**config.mk**
```make
export PLATFORM = sky130hd
export DESIGN_NAME = four_shape_waveform_generator_flat
export DESIGN_NICKNAME = d
export VERILOG_FILES = /design/src/sv/fsw_pkg.sv /design/src/sv/fsw_if.sv /design/src/sv/fsw_rem.sv /design/src/sv/fsw_mul.sv /design/src/sv/four_shape_waveform_generator.sv /design/src/flat_wrapper.sv
export SDC_FILE = /design/constraint.sdc
export NUM_CORES = 2
export LEC_CHECK = 0
export BUFFER_PORTS_ARGS = -buffer_cell sky130_fd_sc_hd__buf_2
export CAP_MARGIN = 20
export CORE_AREA = 5 5 226 228
export DETAILED_ROUTE_END_ITERATION = 8
export DIE_AREA = 0 0 231 233
export GPL_TIMING_DRIVEN = 0
export HOLD_SLACK_MARGIN = 0.06
export PLACE_DENSITY = 0.76
export SYNTH_ARGS = -nofsm -noshare
export SYNTH_HDL_FRONTEND = slang
export SYNTH_HIERARCHICAL = 1
export SYNTH_SLANG_ARGS = --single-unit
```
**constraint.sdc**
```tcl
create_clock -name clock -period 8.6 [get_ports clock]
set_clock_uncertainty 0.2 [all_clocks]
set_input_delay 0.43 -clock clock [delete_from_list [all_inputs] [get_ports clock]]
set_output_delay 0.43 -clock clock [all_outputs]
set_load 0.03 [all_outputs]
```
**src/sv/fsw_pkg.sv**
```systemverilog
// Shared constants, tables, types and codes for the four-shape waveform generator.
`timescale 1ns / 1ps

package fsw_pkg;

   localparam int Steps    = 500;
   localparam int StepW    = $clog2(Steps + 1);
   localparam int FreqW    = 5;
   localparam int ShapeW   = 2;
   localparam int DataW    = 16;
   localparam int ProdW    = 2 * DataW;
   localparam int NumW     = StepW + FreqW;
   localparam int RemBitW  = $clog2(FreqW);
   localparam int CsrIdxW  = 2;
   localparam int SineLast = Steps / 2;
   localparam int SineIdxW = $clog2(SineLast + 1);
   localparam int SineMagW = DataW - 1;
   localparam int RampStep = 65535 / Steps;
   localparam int MaxCode  = 65535;
   localparam real MathPi  = 3.14159265358979323846;
   localparam real StepAngle = 2.0 * MathPi / real'(Steps);

   localparam logic [DataW-1:0] MidCode = 16'h8000;

   localparam logic [ShapeW-1:0] SHAPE_SINE     = 2'd0;
   localparam logic [ShapeW-1:0] SHAPE_SQUARE   = 2'd1;
   localparam logic [ShapeW-1:0] SHAPE_SAW      = 2'd2;
   localparam logic [ShapeW-1:0] SHAPE_TRIANGLE = 2'd3;

   localparam logic [CsrIdxW-1:0] CSR_WAVE_SHAPE = 2'd0;
   localparam logic [CsrIdxW-1:0] CSR_FREQ_HZ    = 2'd1;
   localparam logic [CsrIdxW-1:0] CSR_AMPLITUDE  = 2'd2;

   localparam logic [ShapeW-1:0] ShapeReset = SHAPE_SINE;
   localparam logic [FreqW-1:0]  FreqReset  = 5'd1;
   localparam logic [DataW-1:0]  AmpReset   = 16'hFFFF;

   // period per frequency code; code 0 behaves as 1
   typedef logic [StepW-1:0] period_tab_type [0:(1 << FreqW) - 1];
   localparam period_tab_type PeriodTab = '{
      StepW'(Steps / 1),  StepW'(Steps / 1),  StepW'(Steps / 2),  StepW'(Steps / 3),
      StepW'(Steps / 4),  StepW'(Steps / 5),  StepW'(Steps / 6),  StepW'(Steps / 7),
      StepW'(Steps / 8),  StepW'(Steps / 9),  StepW'(Steps / 10), StepW'(Steps / 11),
      StepW'(Steps / 12), StepW'(Steps / 13), StepW'(Steps / 14), StepW'(Steps / 15),
      StepW'(Steps / 16), StepW'(Steps / 17), StepW'(Steps / 18), StepW'(Steps / 19),
      StepW'(Steps / 20), StepW'(Steps / 21), StepW'(Steps / 22), StepW'(Steps / 23),
      StepW'(Steps / 24), StepW'(Steps / 25), StepW'(Steps / 26), StepW'(Steps / 27),
      StepW'(Steps / 28), StepW'(Steps / 29), StepW'(Steps / 30), StepW'(Steps / 31)
   };

   // sine magnitude over the first half of the frame, rounded half away from zero
   typedef logic [SineMagW-1:0] sine_tab_type [0:SineLast];

   function automatic sine_tab_type build_sine_tab();
      sine_tab_type t;
      real          v;
      int           i;
      for (i = 0; i <= SineLast; i++) begin
         if (12 * i == Steps || 12 * i == 5 * Steps) begin
            t[i] = SineMagW'(16384);
         end else if (4 * i == Steps) begin
            t[i] = SineMagW'(32767);
         end else begin
            v    = 32767.0 * $sin(StepAngle * real'(i));
            t[i] = SineMagW'($rtoi(v + 0.5));
         end
      end
      return t;
   endfunction

   localparam sine_tab_type SineTab = build_sine_tab();

   typedef struct packed {
      logic             start;
      logic             divide;
      logic [DataW-1:0] a;
      logic [DataW-1:0] b;
   } mul_req_type;

   typedef struct packed {
      logic           done;
      logic [DataW:0] result;
   } mul_rsp_type;

   typedef struct packed {
      logic             start;
      logic [NumW-1:0]  num;
      logic [StepW-1:0] den;
   } rem_req_type;

   typedef struct packed {
      logic            done;
      logic [NumW-1:0] rem;
   } rem_rsp_type;

endpackage

```
**src/sv/fsw_if.sv**
```systemverilog
// Request and response channel interfaces of the waveform generator.
`timescale 1ns / 1ps

interface fsw_req_if;
   import fsw_pkg::*;
   logic             valid;
   logic             ready;
   logic [DataW-1:0] gain;
   modport source (output valid, output gain, input ready);
   modport sink (input valid, input gain, output ready);
endinterface

interface fsw_rsp_if;
   import fsw_pkg::*;
   logic             valid;
   logic             ready;
   logic [DataW-1:0] sample;
   logic             cycle_start;
   modport source (output valid, output sample, output cycle_start, input ready);
   modport sink (input valid, input sample, input cycle_start, output ready);
endinterface

```
**src/sv/fsw_rem.sv**
```systemverilog
// Iterative restoring remainder unit, one quotient bit per cycle.
`timescale 1ns / 1ps

module fsw_rem (
   input  logic                 clock,
   input  logic                 reset,
   input  fsw_pkg::rem_req_type rem_req,
   output fsw_pkg::rem_rsp_type rem_rsp
);
   import fsw_pkg::*;

   logic               busy_ff, busy_in;
   logic               done_ff, done_in;
   logic [RemBitW-1:0] bit_ff, bit_in;
   logic [NumW-1:0]    rem_ff, rem_in;
   logic [StepW-1:0]   den_ff, den_in;
   logic [NumW-1:0]    trial;

   always_comb begin
      trial   = NumW'(den_ff) << bit_ff;
      busy_in = busy_ff;
      done_in = 1'b0;
      bit_in  = bit_ff;
      rem_in  = rem_ff;
      den_in  = den_ff;
      if (rem_req.start) begin
         rem_in  = rem_req.num;
         den_in  = rem_req.den;
         bit_in  = RemBitW'(FreqW - 1);
         busy_in = 1'b1;
      end else if (busy_ff) begin
         if (rem_ff >= trial) begin
            rem_in = rem_ff - trial;
         end
         if (bit_ff == '0) begin
            busy_in = 1'b0;
            done_in = 1'b1;
         end else begin
            bit_in = bit_ff - 1'b1;
         end
      end
   end

   always_ff @(posedge clock) begin
      if (reset) begin
         busy_ff <= 1'b0;
         done_ff <= 1'b0;
      end else begin
         busy_ff <= busy_in;
         done_ff <= done_in;
      end
   end

   always_ff @(posedge clock) begin
      bit_ff <= bit_in;
      rem_ff <= rem_in;
      den_ff <= den_in;
   end

   assign rem_rsp = '{done: done_ff, rem: rem_ff};

endmodule

```
**src/sv/fsw_mul.sv**
```systemverilog
// Shared 16x16 multiplier with optional floor division by 65535.
`timescale 1ns / 1ps

module fsw_mul (
   input  logic                 clock,
   input  logic                 reset,
   input  fsw_pkg::mul_req_type mul_req,
   output fsw_pkg::mul_rsp_type mul_rsp
);
   import fsw_pkg::*;

   logic             prod_vld_ff, prod_vld_in;
   logic             est_vld_ff, est_vld_in;
   logic             done_ff, done_in;
   logic             div_ff, div_in;
   logic [ProdW-1:0] prod_ff, prod_in;
   logic [DataW:0]   est_ff, est_in;
   logic [DataW:0]   res_ff, res_in;
   logic [ProdW:0]   est_sum;
   logic [ProdW:0]   est_scaled;
   logic [ProdW:0]   resid;

   // x/65535 ~ (x + x/65536)/65536, low by at most one
   always_comb begin
      est_sum     = {1'b0, prod_ff} + (ProdW + 1)'(prod_ff >> DataW);
      est_scaled  = {est_ff, {DataW{1'b0}}} - (ProdW + 1)'(est_ff);
      resid       = {1'b0, prod_ff} - est_scaled;
      prod_vld_in = 1'b0;
      est_vld_in  = 1'b0;
      done_in     = 1'b0;
      div_in      = div_ff;
      prod_in     = prod_ff;
      est_in      = est_ff;
      res_in      = res_ff;
      if (mul_req.start) begin
         prod_in     = ProdW'(mul_req.a) * ProdW'(mul_req.b);
         div_in      = mul_req.divide;
         prod_vld_in = 1'b1;
      end
      if (prod_vld_ff) begin
         if (div_ff) begin
            est_in     = est_sum[ProdW:DataW];
            est_vld_in = 1'b1;
         end else begin
            res_in  = prod_ff[DataW:0];
            done_in = 1'b1;
         end
      end
      if (est_vld_ff) begin
         res_in  = (resid >= (ProdW + 1)'(MaxCode)) ? est_ff + 1'b1 : est_ff;
         done_in = 1'b1;
      end
   end

   always_ff @(posedge clock) begin
      if (reset) begin
         prod_vld_ff <= 1'b0;
         est_vld_ff  <= 1'b0;
         done_ff     <= 1'b0;
      end else begin
         prod_vld_ff <= prod_vld_in;
         est_vld_ff  <= est_vld_in;
         done_ff     <= done_in;
      end
   end

   always_ff @(posedge clock) begin
      div_ff  <= div_in;
      prod_ff <= prod_in;
      est_ff  <= est_in;
      res_ff  <= res_in;
   end

   assign mul_rsp = '{done: done_ff, result: res_ff};

endmodule

```
**src/sv/four_shape_waveform_generator.sv**
```systemverilog
// Top level of the four-shape waveform generator: registers, sequencer and output stage.
//
// Each request on req_chan carries a 16-bit gain word and produces one response on
// rsp_chan: a 16-bit DAC sample and a cycle_start flag set when the wave phase is zero.
// The block steps through a frame of 500 samples; wave_shape, freq_hz and amplitude are
// written through the csr_ port (csr_we, csr_index, csr_wdata); the user must write them
// only while no request is open, as the block itself does not enforce this. One
// multiplier, which also performs the floor division by 65535, and one restoring
// remainder unit are shared under a sequencer; a request is taken only when the
// sequencer is idle. A request runs through the remainder unit for the phase, then
// through multiplier passes: square needs only the gain pass; sawtooth and triangle
// multiply by frequency, ramp step and amplitude first; sine multiplies step by
// frequency, takes a second remainder pass and a table lookup, then scales by amplitude.
// A new request is taken only once the result of the last one is registered.
// The response sits in an output register; the next request is accepted while it waits.
// If the receiver stalls, the following result is held in the multiplier until the
// output register frees up.
// Reset (synchronous) returns the frame to step 0 and the registers to sine, 1 Hz and
// full-scale amplitude.
`timescale 1ns / 1ps

module four_shape_waveform_generator (
   input  logic                         clock,
   input  logic                         reset,
   fsw_req_if.sink                      req_chan,
   fsw_rsp_if.source                    rsp_chan,
   input  logic                         csr_we,
   input  logic [fsw_pkg::CsrIdxW-1:0]  csr_index,
   input  logic [fsw_pkg::DataW-1:0]    csr_wdata
);
   import fsw_pkg::*;

   localparam logic [3:0] ST_IDLE  = 4'd0;
   localparam logic [3:0] ST_PHASE = 4'd1;
   localparam logic [3:0] ST_SHAPE = 4'd2;
   localparam logic [3:0] ST_KMUL  = 4'd3;
   localparam logic [3:0] ST_KREM  = 4'd4;
   localparam logic [3:0] ST_LUT   = 4'd5;
   localparam logic [3:0] ST_SINE  = 4'd6;
   localparam logic [3:0] ST_M1    = 4'd7;
   localparam logic [3:0] ST_M2    = 4'd8;
   localparam logic [3:0] ST_RAW   = 4'd9;
   localparam logic [3:0] ST_SCALE = 4'd10;
   localparam logic [3:0] ST_GAIN  = 4'd11;
   localparam logic [3:0] ST_WB    = 4'd12;

   logic [3:0]          state_ff, state_in;
   logic [ShapeW-1:0]   shape_ff, shape_in;
   logic [FreqW-1:0]    freq_ff, freq_in;
   logic [DataW-1:0]    amp_ff, amp_in;
   logic [StepW-1:0]    step_ff, step_in;
   logic [StepW-1:0]    ph_ff, ph_in;
   logic [StepW-1:0]    p_ff, p_in;
   logic [DataW-1:0]    gain_ff, gain_in;
   logic [DataW-1:0]    raw_ff, raw_in;
   logic [SineIdxW-1:0] idx_ff, idx_in;
   logic                neg_ff, neg_in;
   logic [DataW-1:0]    sine_ff, sine_in;
   logic                rsp_valid_ff, rsp_valid_in;
   logic [DataW-1:0]    sample_ff, sample_in;
   logic                cstart_ff, cstart_in;

   logic                accept;
   logic                load;
   logic [FreqW-1:0]    f_eff;
   logic [StepW-1:0]    half;
   logic [StepW-1:0]    tri_x;
   logic [StepW-1:0]    k_val;
   logic                k_neg;
   logic [SineMagW-1:0] mag;
   logic [DataW+1:0]    raw_wide;
   logic [StepW-1:0]    step_next;

   mul_req_type mul_req;
   mul_rsp_type mul_rsp;
   rem_req_type rem_req;
   rem_rsp_type rem_rsp;

   fsw_mul u_mul (
      .clock   (clock),
      .reset   (reset),
      .mul_req (mul_req),
      .mul_rsp (mul_rsp)
   );

   fsw_rem u_rem (
      .clock   (clock),
      .reset   (reset),
      .rem_req (rem_req),
      .rem_rsp (rem_rsp)
   );

   assign req_chan.ready       = (state_ff == ST_IDLE);
   assign accept               = req_chan.valid && req_chan.ready;
   assign rsp_chan.valid       = rsp_valid_ff;
   assign rsp_chan.sample      = sample_ff;
   assign rsp_chan.cycle_start = cstart_ff;

   always_comb begin
      shape_in = shape_ff;
      freq_in  = freq_ff;
      amp_in   = amp_ff;
      if (csr_we) begin
         case (csr_index)
            CSR_WAVE_SHAPE: shape_in = csr_wdata[ShapeW-1:0];
            CSR_FREQ_HZ:    freq_in  = csr_wdata[FreqW-1:0];
            CSR_AMPLITUDE:  amp_in   = csr_wdata;
            default:        ;
         endcase
      end
   end

   always_comb begin
      f_eff     = (freq_ff == '0) ? FreqW'(1) : freq_ff;
      half      = p_ff >> 1;
      tri_x     = (ph_ff > half) ? p_ff - ph_ff : ph_ff;
      k_val     = rem_rsp.rem[StepW-1:0];
      k_neg     = (k_val > StepW'(SineLast));
      mag       = SineTab[idx_ff];
      raw_wide  = (shape_ff == SHAPE_TRIANGLE) ? {mul_rsp.result, 1'b0}
                                               : {1'b0, mul_rsp.result};
      step_next = (step_ff == StepW'(Steps - 1)) ? '0 : step_ff + 1'b1;

      state_in     = state_ff;
      step_in      = step_ff;
      ph_in        = ph_ff;
      p_in         = p_ff;
      gain_in      = gain_ff;
      raw_in       = raw_ff;
      idx_in       = idx_ff;
      neg_in       = neg_ff;
      sine_in      = sine_ff;
      rsp_valid_in = rsp_valid_ff && !rsp_chan.ready;
      sample_in    = sample_ff;
      cstart_in    = cstart_ff;
      load         = 1'b0;
      mul_req      = '{start: 1'b0, divide: 1'b0, a: '0, b: '0};
      rem_req      = '{start: 1'b0, num: '0, den: '0};

      case (state_ff)
         ST_IDLE: begin
            if (accept) begin
               gain_in       = req_chan.gain;
               p_in          = PeriodTab[freq_ff];
               rem_req.start = 1'b1;
               rem_req.num   = NumW'(step_ff);
               rem_req.den   = PeriodTab[freq_ff];
               state_in      = ST_PHASE;
            end
         end
         ST_PHASE: begin
            if (rem_rsp.done) begin
               ph_in    = rem_rsp.rem[StepW-1:0];
               state_in = ST_SHAPE;
            end
         end
         ST_SHAPE: begin
            case (shape_ff)
               SHAPE_SINE: begin
                  mul_req  = '{start: 1'b1, divide: 1'b0,
                               a: DataW'(step_ff), b: DataW'(f_eff)};
                  state_in = ST_KMUL;
               end
               SHAPE_SQUARE: begin
                  raw_in   = (ph_ff < half) ? amp_ff : '0;
                  state_in = ST_SCALE;
               end
               SHAPE_SAW: begin
                  mul_req  = '{start: 1'b1, divide: 1'b0,
                               a: DataW'(ph_ff), b: DataW'(f_eff)};
                  state_in = ST_M1;
               end
               default: begin
                  mul_req  = '{start: 1'b1, divide: 1'b0,
                               a: DataW'(tri_x), b: DataW'(f_eff)};
                  state_in = ST_M1;
               end
            endcase
         end
         ST_KMUL: begin
            if (mul_rsp.done) begin
               rem_req.start = 1'b1;
               rem_req.num   = mul_rsp.result[NumW-1:0];
               rem_req.den   = StepW'(Steps);
               state_in      = ST_KREM;
            end
         end
         ST_KREM: begin
            if (rem_rsp.done) begin
               neg_in   = k_neg;
               idx_in   = k_neg ? SineIdxW'(StepW'(Steps) - k_val) : SineIdxW'(k_val);
               state_in = ST_LUT;
            end
         end
         ST_LUT: begin
            sine_in  = neg_ff ? MidCode - DataW'(mag) : MidCode + DataW'(mag);
            state_in = ST_SINE;
         end
         ST_SINE: begin
            mul_req  = '{start: 1'b1, divide: 1'b1, a: sine_ff, b: amp_ff};
            state_in = ST_RAW;
         end
         ST_M1: begin
            if (mul_rsp.done) begin
               mul_req  = '{start: 1'b1, divide: 1'b0,
                            a: mul_rsp.result[DataW-1:0], b: DataW'(RampStep)};
               state_in = ST_M2;
            end
         end
         ST_M2: begin
            if (mul_rsp.done) begin
               mul_req  = '{start: 1'b1, divide: 1'b1,
                            a: mul_rsp.result[DataW-1:0], b: amp_ff};
               state_in = ST_RAW;
            end
         end
         ST_RAW: begin
            if (mul_rsp.done) begin
               raw_in   = (raw_wide > (DataW + 2)'(MaxCode)) ? DataW'(MaxCode)
                                                             : raw_wide[DataW-1:0];
               state_in = ST_SCALE;
            end
         end
         ST_SCALE: begin
            mul_req  = '{start: 1'b1, divide: 1'b1, a: raw_ff, b: gain_ff};
            state_in = ST_GAIN;
         end
         ST_GAIN: begin
            if (mul_rsp.done) begin
               state_in = ST_WB;
            end
         end
         ST_WB: begin
            if (!rsp_valid_ff || rsp_chan.ready) begin
               load         = 1'b1;
               rsp_valid_in = 1'b1;
               sample_in    = mul_rsp.result[DataW-1:0];
               cstart_in    = (ph_ff == '0);
               step_in      = step_next;
               state_in     = ST_IDLE;
            end
         end
         default: begin
            state_in = ST_IDLE;
         end
      endcase
   end

   always_ff @(posedge clock) begin
      if (reset) begin
         state_ff     <= ST_IDLE;
         shape_ff     <= ShapeReset;
         freq_ff      <= FreqReset;
         amp_ff       <= AmpReset;
         step_ff      <= '0;
         ph_ff        <= '0;
         rsp_valid_ff <= 1'b0;
      end else begin
         state_ff     <= state_in;
         shape_ff     <= shape_in;
         freq_ff      <= freq_in;
         amp_ff       <= amp_in;
         step_ff      <= step_in;
         ph_ff        <= ph_in;
         rsp_valid_ff <= rsp_valid_in;
      end
   end

   always_ff @(posedge clock) begin
      p_ff      <= p_in;
      gain_ff   <= gain_in;
      raw_ff    <= raw_in;
      idx_ff    <= idx_in;
      neg_ff    <= neg_in;
      sine_ff   <= sine_in;
      sample_ff <= sample_in;
      cstart_ff <= cstart_in;
   end

   a_step_range: assert property (@(posedge clock) disable iff (reset)
      step_ff < StepW'(Steps))
      else $error("step counter left the frame");

   a_phase_in_period: assert property (@(posedge clock) disable iff (reset)
      state_ff == ST_WB |-> ph_ff < p_ff)
      else $error("phase not below period at writeback");

   a_units_exclusive: assert property (@(posedge clock) disable iff (reset)
      !(mul_rsp.done && rem_rsp.done))
      else $error("multiplier and remainder unit finished together");

   a_step_advance: assert property (@(posedge clock) disable iff (reset)
      load |=> step_ff == (($past(step_ff) == StepW'(Steps - 1)) ? '0
                                                               : $past(step_ff) + 1'b1))
      else $error("step counter did not advance on writeback");

   a_done_in_wait: assert property (@(posedge clock) disable iff (reset)
      mul_rsp.done |-> (state_ff == ST_KMUL || state_ff == ST_M1 || state_ff == ST_M2
                        || state_ff == ST_RAW || state_ff == ST_GAIN))
      else $error("multiplier result arrived outside a waiting state");

endmodule
```
**src/flat_wrapper.sv**
```systemverilog
// flat-port wrapper written by rule: the top's interface ports become plain ports
module four_shape_waveform_generator_flat import fsw_pkg::*;
  (clock, reset, csr_we, csr_index, csr_wdata, req_chan_valid, req_chan_gain, req_chan_ready, rsp_chan_valid, rsp_chan_sample, rsp_chan_cycle_start, rsp_chan_ready);
  fsw_req_if req_chan_i ();
  fsw_rsp_if rsp_chan_i ();
  input  logic clock;
  input  logic reset;
  input  logic csr_we;
  input  logic [fsw_pkg::CsrIdxW-1:0] csr_index;
  input  logic [fsw_pkg::DataW-1:0] csr_wdata;
  input wire logic [$bits(req_chan_i.valid)-1:0] req_chan_valid;
  input wire logic [$bits(req_chan_i.gain)-1:0] req_chan_gain;
  output wire logic [$bits(req_chan_i.ready)-1:0] req_chan_ready;
  output wire logic [$bits(rsp_chan_i.valid)-1:0] rsp_chan_valid;
  output wire logic [$bits(rsp_chan_i.sample)-1:0] rsp_chan_sample;
  output wire logic [$bits(rsp_chan_i.cycle_start)-1:0] rsp_chan_cycle_start;
  input wire logic [$bits(rsp_chan_i.ready)-1:0] rsp_chan_ready;
  assign req_chan_i.valid = req_chan_valid;
  assign req_chan_i.gain = req_chan_gain;
  assign req_chan_ready = req_chan_i.ready;
  assign rsp_chan_valid = rsp_chan_i.valid;
  assign rsp_chan_sample = rsp_chan_i.sample;
  assign rsp_chan_cycle_start = rsp_chan_i.cycle_start;
  assign rsp_chan_i.ready = rsp_chan_ready;
  four_shape_waveform_generator u_core (.clock(clock), .reset(reset), .req_chan(req_chan_i), .rsp_chan(rsp_chan_i), .csr_we(csr_we), .csr_index(csr_index), .csr_wdata(csr_wdata));
endmodule
```
==> reports/metrics.csv, run 1 <==
metric,value,unit
ys_ff_latch,227,
hpwl,92.48,mm
io_buffers,57,
io_pins,58,
syn_avg_cell_area,8.382,um2
synthesis.area,28840,um2
ys.flop_type,edfxtp_1,
cts_buffer_depth,3,
antenna_found_initial,29,
htree_levels,1,
gp_congestion,1.168,
yosysWarnings,6,
status,aborted with a tool error,
ys_seq_area_share,21.76,%
rows,81,
synth.distinct_cells,106,
clkSinkCount,227,
start_util,59.29,%
die_y,233,um
async_reset_ff_share,0,%
worst_endpoint,u_core/u_mul/prod_ff[29]$_DFFE_PP_/D,
grt_overflow,36,
worstEpCategory,sequential cell input,
root_buffer,clkbuf_16,
synth-edff-count,173,
die_w,231,um
cts_buffers,27,
firstError,[ERROR GRT-0232] Routing congestion too high. Check the congestion heatmap in the GUI.,
postSynthCellCount,3441,
grt_max_degree,35,
stop_stage,global routing,
grt_use_total,63.29,%
synth_nets,3922,
[metrics by stage]
stage          cell area, um2  instances  util (%)  worst slack (ns)  setup TNS [ns]
2_1_floorplan           28840       3441         -            0.1266               0
3_3_place_gp            29910       4120     61.48            -1.202          -11.40
3_5_place_dp            30070       4133     61.81            -1.497          -16.11
4_1_cts                 32000       4252     65.78           -0.1120         -0.1120
[timing repair]
item	in CTS
pin swaps	34
gates resized for setup	105
hold buffers	33
setup buffers	37
endpoints found under the setup margin	21
hold endpoints to repair	40
cloned	1
[cells in the mapped netlist (all sizes together), types with 64 or more instances]
cell,number,area share (%)
clkbuf,145,1.9
fa,197,14
inv,377,4.9
and2,156,3.4
o21ai,163,2.8
a21oi,194,3.4
buf,78,1.8
nand3,85,1.5
xnor2,64,1.9
nand2,401,5.2
edfxtp,173,18
nor2,193,2.6
ha,245,11
[cell families after synthesis]
group	count (synthesis)	share of synthesized area, %
buf+inv	604	8.685
flops	227	21.76
compound gates	829	19.60
simple gates	1195	20.84
mux	56	2.147
fa+ha+maj	442	24.30
xor+xnor	88	2.672
[routing by layer]
layer | overflow | GRT usage (%)
met5 | 0 | 23.71
met4 | 17 | 58.04
met3 | 0 | 46.80
met2 | 17 | 80.06
met1 | 2 | 65.21
==> inputs of run 2 (changes only) <==
--- a/config.mk
+++ b/config.mk
@@ -7,12 +7,11 @@
 export LEC_CHECK = 0
 export BUFFER_PORTS_ARGS = -buffer_cell sky130_fd_sc_hd__buf_2
 export CAP_MARGIN = 20
-export CORE_AREA = 5 5 226 228
+export CORE_AREA = 5 5 275 277
 export DETAILED_ROUTE_END_ITERATION = 8
-export DIE_AREA = 0 0 231 233
+export DIE_AREA = 0 0 280 282
 export GPL_TIMING_DRIVEN = 0
-export HOLD_SLACK_MARGIN = 0.06
-export PLACE_DENSITY = 0.76
+export PLACE_DENSITY_LB_ADDON = 0.15
 export SYNTH_ARGS = -nofsm -noshare
 export SYNTH_HDL_FRONTEND = slang
 export SYNTH_HIERARCHICAL = 1
==> constraint.sdc (replaced) <==
create_clock -name clock -period 11.2 [get_ports clock]
set_clock_uncertainty 0.2 [all_clocks]
set_input_delay 0.56 -clock clock [delete_from_list [all_inputs] [get_ports clock]]
set_output_delay 0.56 -clock clock [all_outputs]
set_load 0.03 [all_outputs]
==> run 2 against run 1 <==
Net effect: the flow now finishes without violations; synthesized cell count did not move; synthesized area unchanged.
==> reports/metrics.csv, run 2 <==
metric,value,unit
grt_use_total,30.94,%
ys_seq_area_share,21.76,%
synth-edff-count,173,
post-place-ws,0.4129,ns
power_frac_seq,33.3,%
start_util,39.74,%
htree_levels,1,
vias_per_cell,6.056,
synth_nets,3922,
cp_slowest_stage_delay,0.88,ns
critPathMaxFanout,10,
synth.distinct_cells,106,
cp.arrival,10.95,ns
cts_buffers,27,
clkSinkCount,227,
synth.top_cell.area_share,18.01,%
io_pins,58,
postSynthCellCount,3441,
setup_tns,0,ns
grt_pass1_wl,182.6,mm
root_buffer,clkbuf_16,
synthTopCellsByArea,"edfxtp_1 18%, fa_1 14%, ha_1 11%",
hpwl,97.01,mm
power_density,117.4,nW/um2
power.switching,1.513,mW
utilization,43.48,%
hold_viol_final,0,
min_period_over_period,97.11,%
drc,0,
yosysWarnings,6,
timing.final.ws_setup,0.3237,ns
synth_common_cells,"401 x nand2_1, 374 x inv_1, 245 x ha_1, 197 x fa_1, 191 x a21oi_1",
yosysMostFrequentCell,nand2_1,
setup_violations,0,
routed_wirelength,126.1,mm
clk_pin_slew,0.06,ns
setup.worst_path.class,register to register,
rows,99,
fmax,91.94,MHz
cp_slowest_cell,a31oi_1,
min_period,10.88,ns
final_common_cell,nand2_1,
syn_to_final_growth,9.418,%
io_buffers,57,
regMostFlops,u_core/u_mul/prod_ff,
cp-end-kind,register,
die_y,282,um
yosys.area.top_type,edfxtp_1,
wire_per_inst,27.73,um
switching_share,40.85,%
die_w,280,um
power.internal,2.191,mW
finalMaxSlewViolations,0,
p_leak,13.61,nW
drive_gt1_share,6.890,%
clockPowerShare,22.9,%
maxCapViolCount,0,
ys_ff_latch,227,
cts_tree,built,
fillers,7580,
nNetsFinal,4045,
reg.largest.list,"u_core/u_mul/prod_ff (32), u_core/u_mul/est_ff (17), u_core/u_mul/res_ff (17)",
grt_pass1_vias,26820,
status,completed,
gp_congestion,1.051,
antenna_found_initial,6,
cp_num_buf_inv,4,
tightestPinTransition,1.226,ns
vias,27540,
cp-start-kind,register,
crit_family,adder cells,
pwr-share-comb,43.8,%
detail-route-antenna-nets,0,
rsz0062_at_grt,no,
worst_path_most_repeated_cell,fa_1,
cts_buffer_depth,3,
die_area,78960,um2
hold_class,input port to register,
drt_iter0_markers,2997,
required,11.28,ns
async_reset_ff_share,0,%
largest_register_ffs,32,
max_slew_margin,18.24,%
ys.flop_type,edfxtp_1,
grt_max_degree,35,
dr.pass1.iters,6,
core_area,72590,um2
syn_avg_cell_area,8.382,um2
layout_common_cells,"401 x nand2_1, 374 x inv_1, 245 x ha_1",
ir_worst_vdd,0.0001894,V
clkLatencyLatePin,0.58,ns
grt_overflow,0,
synthesis.area,28840,um2
total_power,3.704,mW
## run 2: cell counts after synthesis
Identical to the previous run, type by type.
## run 2: power by group through the flow
stage | combinational [mW] | clock [mW] | sequential, mW
after global routing | 1.81 | 0.898 | 1.24
final | 1.62 | 0.847 | 1.23
after global placement | 1.59 | 0 | 1.25
after floorplan | 1.21 | 0 | 1.17
after CTS | 1.61 | 0.867 | 1.23
after detailed placement | 1.59 | 0 | 1.25
## run 2: logic make-up after synthesis
kind of cell	synth area share, %
compound gates	19.60
mux	2.147
simple gates	20.84
buf+inv	8.685
xor+xnor	2.672
fa+ha+maj	24.30
flops	21.76
## run 2: metrics by stage
step           cells  cell area, um2  hold WS [ns]
3_5_place_dp    4467           30440        0.2904
2_1_floorplan   3441           28840        0.2534
5_1_grt         4544           31550       0.03308
4_1_cts         4539           31510      0.006379
6_report        4547           31560       0.02858
3_3_place_gp    4457           30330        0.2840
## run 2: cell type report
type / instances / area (um2) / share of cell area [%]
multi-input cells: 2610 / 20080 / 63.62
diodes: 3 / 7.507 / 0.02379
clock inverters: 16 / 146.4 / 0.4639
plain buffers: 223 / 1074 / 3.402
repair buffers: 94 / 641.9 / 2.034
clock buffers: 34 / 701.9 / 2.224
well taps: 959 / 1200 / 3.802
inverters: 381 / 1433 / 4.539
flip-flops and latches: 227 / 6276 / 19.89
## run 2: final timing paths
check                         from                  endpoint  slack (ns)  depth (start not counted)
setup / recovery   u_core/ph_ff[1]  u_core/u_mul/prod_ff[29]        0.32                         31
hold / removal        csr_wdata[4]          u_core/amp_ff[4]        0.03                          3
setup reg to reg   u_core/ph_ff[1]  u_core/u_mul/prod_ff[29]        0.32                         31
hold reg to reg   u_core/amp_ff[7]          u_core/amp_ff[7]        0.29                          2
## run 2: tightest hold or removal path: stages
cell and delay (ns):
buf_2 0.09, nand2_1 0.05, nand3b_1 0.07
## run 2: what timing repair did
item | in CTS | in global routing
buffers inserted | 0 | 4
gates resized for setup | 0 | 1
hold buffers | 22 | 0
endpoints found under the hold margin | 22 | 0
setup endpoints to repair | 0 | 1
## run 2: routing by layer
layer,track usage [%],vias up,routed length [um]
li1,-,12360,-
met1,41.03,13480,52320
met3,6.318,357,10510
met5,0,-,53
met4,14.27,4,6928
met2,48.90,1337,56280
Power figures use the tool's default switching activity.
